===== src/rtl/core/assert_macros.svh =====
// Assertion macros shared by the loop detector RTL.
// Depends on a clock named clk and an active-low reset named rst_n in scope.
`ifndef ASSERT_MACROS_SVH
`define ASSERT_MACROS_SVH

// Property must hold at every clock edge outside reset.
`define ASSERT_ALWAYS(label, prop, msg) \
  label: assert property (@(posedge clk) disable iff (!rst_n) (prop)) else $error(msg);

// Implication checked at every clock edge outside reset.
`define ASSERT_IMPLY(label, ante, cons, msg) \
  label: assert property (@(posedge clk) disable iff (!rst_n) (ante) |-> (cons)) \
    else $error(msg);

`endif


===== src/rtl/core/fld_pkg.sv =====
// Shared types and constants of the forwarding loop detector.
// No dependencies; imported by every module of the block.
package fld_pkg;

  // Table geometry
  localparam int TABLE_DEPTH = 16;
  localparam int IDX_W       = $clog2(TABLE_DEPTH);

  // Queue between front and back
  localparam int QDEPTH = 2;
  localparam int QPTR_W = 1;
  localparam int QCNT_W = 2;

  localparam logic [31:0] LIFETIME_RESET = 32'd30000000;

  // One forwarded packet
  typedef struct packed {
    logic [31:0] pkt_id;
    logic [7:0]  hops_left;
    logic [63:0] now_us;
  } item_t;

endpackage


===== src/rtl/core/fld_front.sv =====
// Front of the loop detector: accepts items and buffers them in a short queue.
// Depends on fld_pkg.
`include "assert_macros.svh"

module fld_front (
  input  logic            clk,
  input  logic            rst_n,
  input  logic            in_valid,
  output logic            in_stall,
  input  logic [31:0]     in_pkt_id,
  input  logic [7:0]      in_hops_left,
  input  logic [63:0]     in_now_us,
  output logic            q_valid,
  output fld_pkg::item_t  q_item,
  input  logic            q_pop
);
  import fld_pkg::*;

  item_t               q_mem_r [QDEPTH];
  logic [QPTR_W-1:0]   wr_ptr_r, wr_ptr_nxt;
  logic [QPTR_W-1:0]   rd_ptr_r, rd_ptr_nxt;
  logic [QCNT_W-1:0]   q_cnt_r, q_cnt_nxt;
  logic                push;
  item_t               in_item;

  assign in_stall = (q_cnt_r == QCNT_W'(QDEPTH));
  assign push     = in_valid && !in_stall;
  assign q_valid  = (q_cnt_r != '0);
  assign q_item   = q_mem_r[rd_ptr_r];

  always_comb begin
    in_item.pkt_id    = in_pkt_id;
    in_item.hops_left = in_hops_left;
    in_item.now_us    = in_now_us;
  end

  // Pointer and fill count update
  always_comb begin
    wr_ptr_nxt = push  ? wr_ptr_r + 1'b1 : wr_ptr_r;
    rd_ptr_nxt = q_pop ? rd_ptr_r + 1'b1 : rd_ptr_r;
    q_cnt_nxt  = q_cnt_r;
    if (push && !q_pop) begin
      q_cnt_nxt = q_cnt_r + 1'b1;
    end else if (q_pop && !push) begin
      q_cnt_nxt = q_cnt_r - 1'b1;
    end
  end

  always_ff @(posedge clk) begin
    if (!rst_n) begin
      wr_ptr_r <= '0;
      rd_ptr_r <= '0;
      q_cnt_r  <= '0;
    end else begin
      wr_ptr_r <= wr_ptr_nxt;
      rd_ptr_r <= rd_ptr_nxt;
      q_cnt_r  <= q_cnt_nxt;
    end
  end

  // Queue storage, no reset needed
  always_ff @(posedge clk) begin
    if (push) begin
      q_mem_r[wr_ptr_r] <= in_item;
    end
  end

  `ASSERT_ALWAYS(a_q_cnt_bound, q_cnt_r <= QCNT_W'(QDEPTH), "queue count over depth")
  `ASSERT_IMPLY(a_pop_nonempty, q_pop, q_cnt_r != '0, "pop from empty queue")

endmodule


===== config.mk =====
export PLATFORM = sky130hd
export DESIGN_NAME = fld_front
export DESIGN_NICKNAME = d
export VERILOG_FILES = /design/src/rtl/core/fld_pkg.sv /design/src/rtl/core/fld_front.sv
export VERILOG_INCLUDE_DIRS = /design/src /design/src/rtl/core
export SDC_FILE = /design/constraint.sdc
export NUM_CORES = 1
export LEC_CHECK = 0
export BUFFER_PORTS_ARGS = -buffer_cell sky130_fd_sc_hd__buf_2
export CAP_MARGIN = 40
export CELL_PAD_IN_SITES_DETAIL_PLACEMENT = 1
export CELL_PAD_IN_SITES_GLOBAL_PLACEMENT = 1
export CORE_MARGIN = 5
export CORE_UTILIZATION = 40
export DETAILED_ROUTE_END_ITERATION = 8
export HOLD_SLACK_MARGIN = 0.05
export PLACE_DENSITY_LB_ADDON = 0.1
export SETUP_SLACK_MARGIN = 0.4
export SKIP_CTS_REPAIR_TIMING = 1
export SLEW_MARGIN = 20
export SYNTH_ARGS = -nofsm -noshare
export SYNTH_HDL_FRONTEND = slang
export SYNTH_SLANG_ARGS = --single-unit

===== constraint.sdc =====
create_clock -name clk -period 5.4 [get_ports clk]
set_input_delay 0.54 -clock clk [delete_from_list [all_inputs] [get_ports clk]]
set_output_delay 0.54 -clock clk [all_outputs]
set_load 0.01 [all_outputs]

==> flow_summary.ini <==
[setup_path]
reg2reg_slack_ps = 3410
crit_type = reg -> out
worst_ep_required_time_ps = 4860
cp-start-kind = flip-flop
ff2ff_path_depth = 3
crit_arrival_ps = 2390
worstPathMaxFanout = 34
end_kind = output port
reg2reg_from = q_cnt_r[0]
regToRegEndpoint = q_mem_r[1][22]

[clock_network]
ctsHtreeMaxLevel = 1
clk_latency_ps = 490
numCtsBuffers = 24
clockRootBuffer = clkbuf_16
clockBufferDepth = 3
clock_sinks = 213
cts_tree = built
clk_pin_slew_worst_paths_ps = 60

[synthesis]
seq_area_frac_synth = 0.794
syn_area_um2 = 7990
synth_cells = 349
yosysWarnings = 0
synth_area_leaders = edfxtp_1 (78%), mux2_4 (11%), mux2_2 (6.2%)
yosysTopAreaCellShare = 0.782
syn_area_per_cell_um2 = 22.9
synth_fp_nets = 458
ys_types = 22
synth_top_cell_by_area = edfxtp_1
yosys_register_bits = 213

[timing]
fin_crit_ps = 2930
fmax_mhz = 342
slew_headroom = 0.645
finalHoldViolations = 0
grt_setup_unrepaired = false
clock_skew_ps = 6.13
finalMaxSlewViolations = 0
tns_ps = 0
setup-violations-final = 0
fin_crit_sh = 0.542
worstMarginPinSlew_ps = 533

[power]
power_uw = 4130
leakagePower_uw = 0.00393
peakVddDrop_uv = 236
power_per_cell_area_nw_per_um2 = 408

[die]
die_x_um = 151
initial_core_util = 0.408
die_y_um = 151
ioPinCount = 214
die_area_um2 = 22900
num_rows = 51
core_um2 = 19600

[detailed_routing]
wl_per_cell_um = 19.2
firstDrtPassIters = 4
vias = 4000
antenna_left = 0
wl_mm = 16.6
route.detailed.drc = 0
drtIter0Drc = 126
routed_via_density = 4.62

[finish]
areaGrowthSynthToFinish_pct = 26.8
drive_above_1_share = 0.601
layout.nets = 693

[global_route]
grt_max_degree = 50
antenna_found_initial = 5
track_usage = 0.140
grt_pass1_wl_mm = 24.7
grt_pass1_vias = 4528
overflow = 0

[placement]
detailed_place_hpwl_mm = 11.3
gp_congestion = 0.679
portBuffers = 213

[worst_hold_path]
hold_end = q_mem_r[0][5]
whs_path_depth = 1
hp-start = in_now_us[5]
hp-class = in -> reg

[run_status]
status = complete, no violations

[flow_run]
maxCapViolations = 0
-- through the flow --
stage                     hold slack, ps  cells  area, um^2  utilization  worst slack [ps]
after detailed placement             501    823        9410        0.480              2920
after global routing                 204    864       10100        0.517              2330
after floorplan                      466    349        8000            -              1850
after CTS                            206    864       10100        0.517              2380
after global placement               476    820        9330        0.476              2720
final                                230    865       10100        0.517              2470
-- report_power, final --
group	switching (uW)	internal [uW]
clock	602	885
combinational	303	285
sequential	50.5	2010
total	955	3180
-- placed cells by master, fill, tap and decap left out --
cell type | Yosys | layout
buf_16 | 0 | 3
mux2_2 | 44 | 44
a21boi_0 | 1 | 1
and3_4 | 0 | 1
a21boi_1 | 1 | 1
diode_2 | 0 | 1
o21ai_0 | 1 | 1
clkinv_1 | 0 | 6
buf_2 | 4 | 213
ha_1 | 1 | 1
clkbuf_16 | 0 | 25
clkinv_2 | 0 | 4
edfxtp_1 | 208 | 208
inv_6 | 0 | 1
buf_4 | 0 | 5
or2_2 | 1 | 1
clkbuf_1 | 0 | 4
mux2_4 | 60 | 60
xor2_1 | 2 | 2
dfxtp_4 | 0 | 1
inv_1 | 3 | 3
nor3_4 | 0 | 1
bufinv_16 | 0 | 1
or3_1 | 1 | 1
o21a_1 | 1 | 1
nand2b_1 | 1 | 1
xnor2_1 | 1 | 1
and2_1 | 3 | 3
dfxtp_1 | 5 | 4
nor2_1 | 1 | 1
-- layer usage --
| layer | GRT usage | vias to the layer above | part of all wire |
|---|---|---|---|
| li1 | - | 1858 | - |
| met1 | 0.159 | 1953 | 0.37 |
| met2 | 0.250 | 148 | 0.52 |
| met3 | 0.0536 | 31 | 0.10 |
| met4 | 0.0340 | 10 | 0.014 |
| met5 | 0 | - | 0.0044 |
-- kinds of logic (layout without fill, tap and decap cells) --
| group | after synthesis | in the layout | synth area share |
|---|---|---|---|
| compound gates | 4 | 4 | 0.00344 |
| xor+xnor | 3 | 3 | 0.00329 |
| fa+ha+maj | 1 | 1 | 0.00157 |
| buf+inv | 15 | 265 | 0.0157 |
| flops | 213 | 213 | 0.794 |
| mux | 104 | 104 | 0.175 |
| other cells | 0 | 1 | 0 |
| simple gates | 9 | 9 | 0.00720 |
-- flip-flops by register name, summed over array words and instances, names as in the netlist, named ones only --
signal and count:
q_mem_r 208, q_cnt_r 2, rd_ptr_r 1, wr_ptr_r 1
-- worst max-delay path by stage --
stage               startpoint            end  cells after the start
floorplan             in_valid  q_mem_r[0][0]                      2
global placement     flip-flop     q_item[81]                      3
detailed placement   flip-flop     q_item[81]                      4
CTS                  flip-flop     q_item[82]                      4
global route         flip-flop     q_item[82]                      4
finish               flip-flop     q_item[81]                      4
-- cells in the mapped netlist --
master	instances
or2_2	1
dfxtp_1	5
nor3_2	1
buf_8	1
xor2_1	2
and3_1	1
a21boi_0	1
nand2b_1	1
or3_1	1
inv_1	3
nor2_1	1
mux2_4	60
a21boi_1	1
and2_1	3
ha_1	1
buf_6	7
edfxtp_1	208
o21ai_0	1
mux2_2	44
xnor2_1	1
buf_2	4
o21a_1	1
-- worst max-delay path, stage by stage (launching register included) --
cell	delay (ps)
dfxtp_4	650
buf_16	300
buf_4	400
mux2_2	380
buf_2	140
-- cell type report --
cell class                 count  area, um^2
clock buffer                  29         641
tap                          265         332
clock inverter                12        81.3
inverter                       3        11.3
sequential                   213        6350
timing repair buffer         221        1190
antenna                        1        2.50
fill                        1883        9460
multi-input combinational    121        1530
Note: power is estimated with default switching activity, not from simulation.
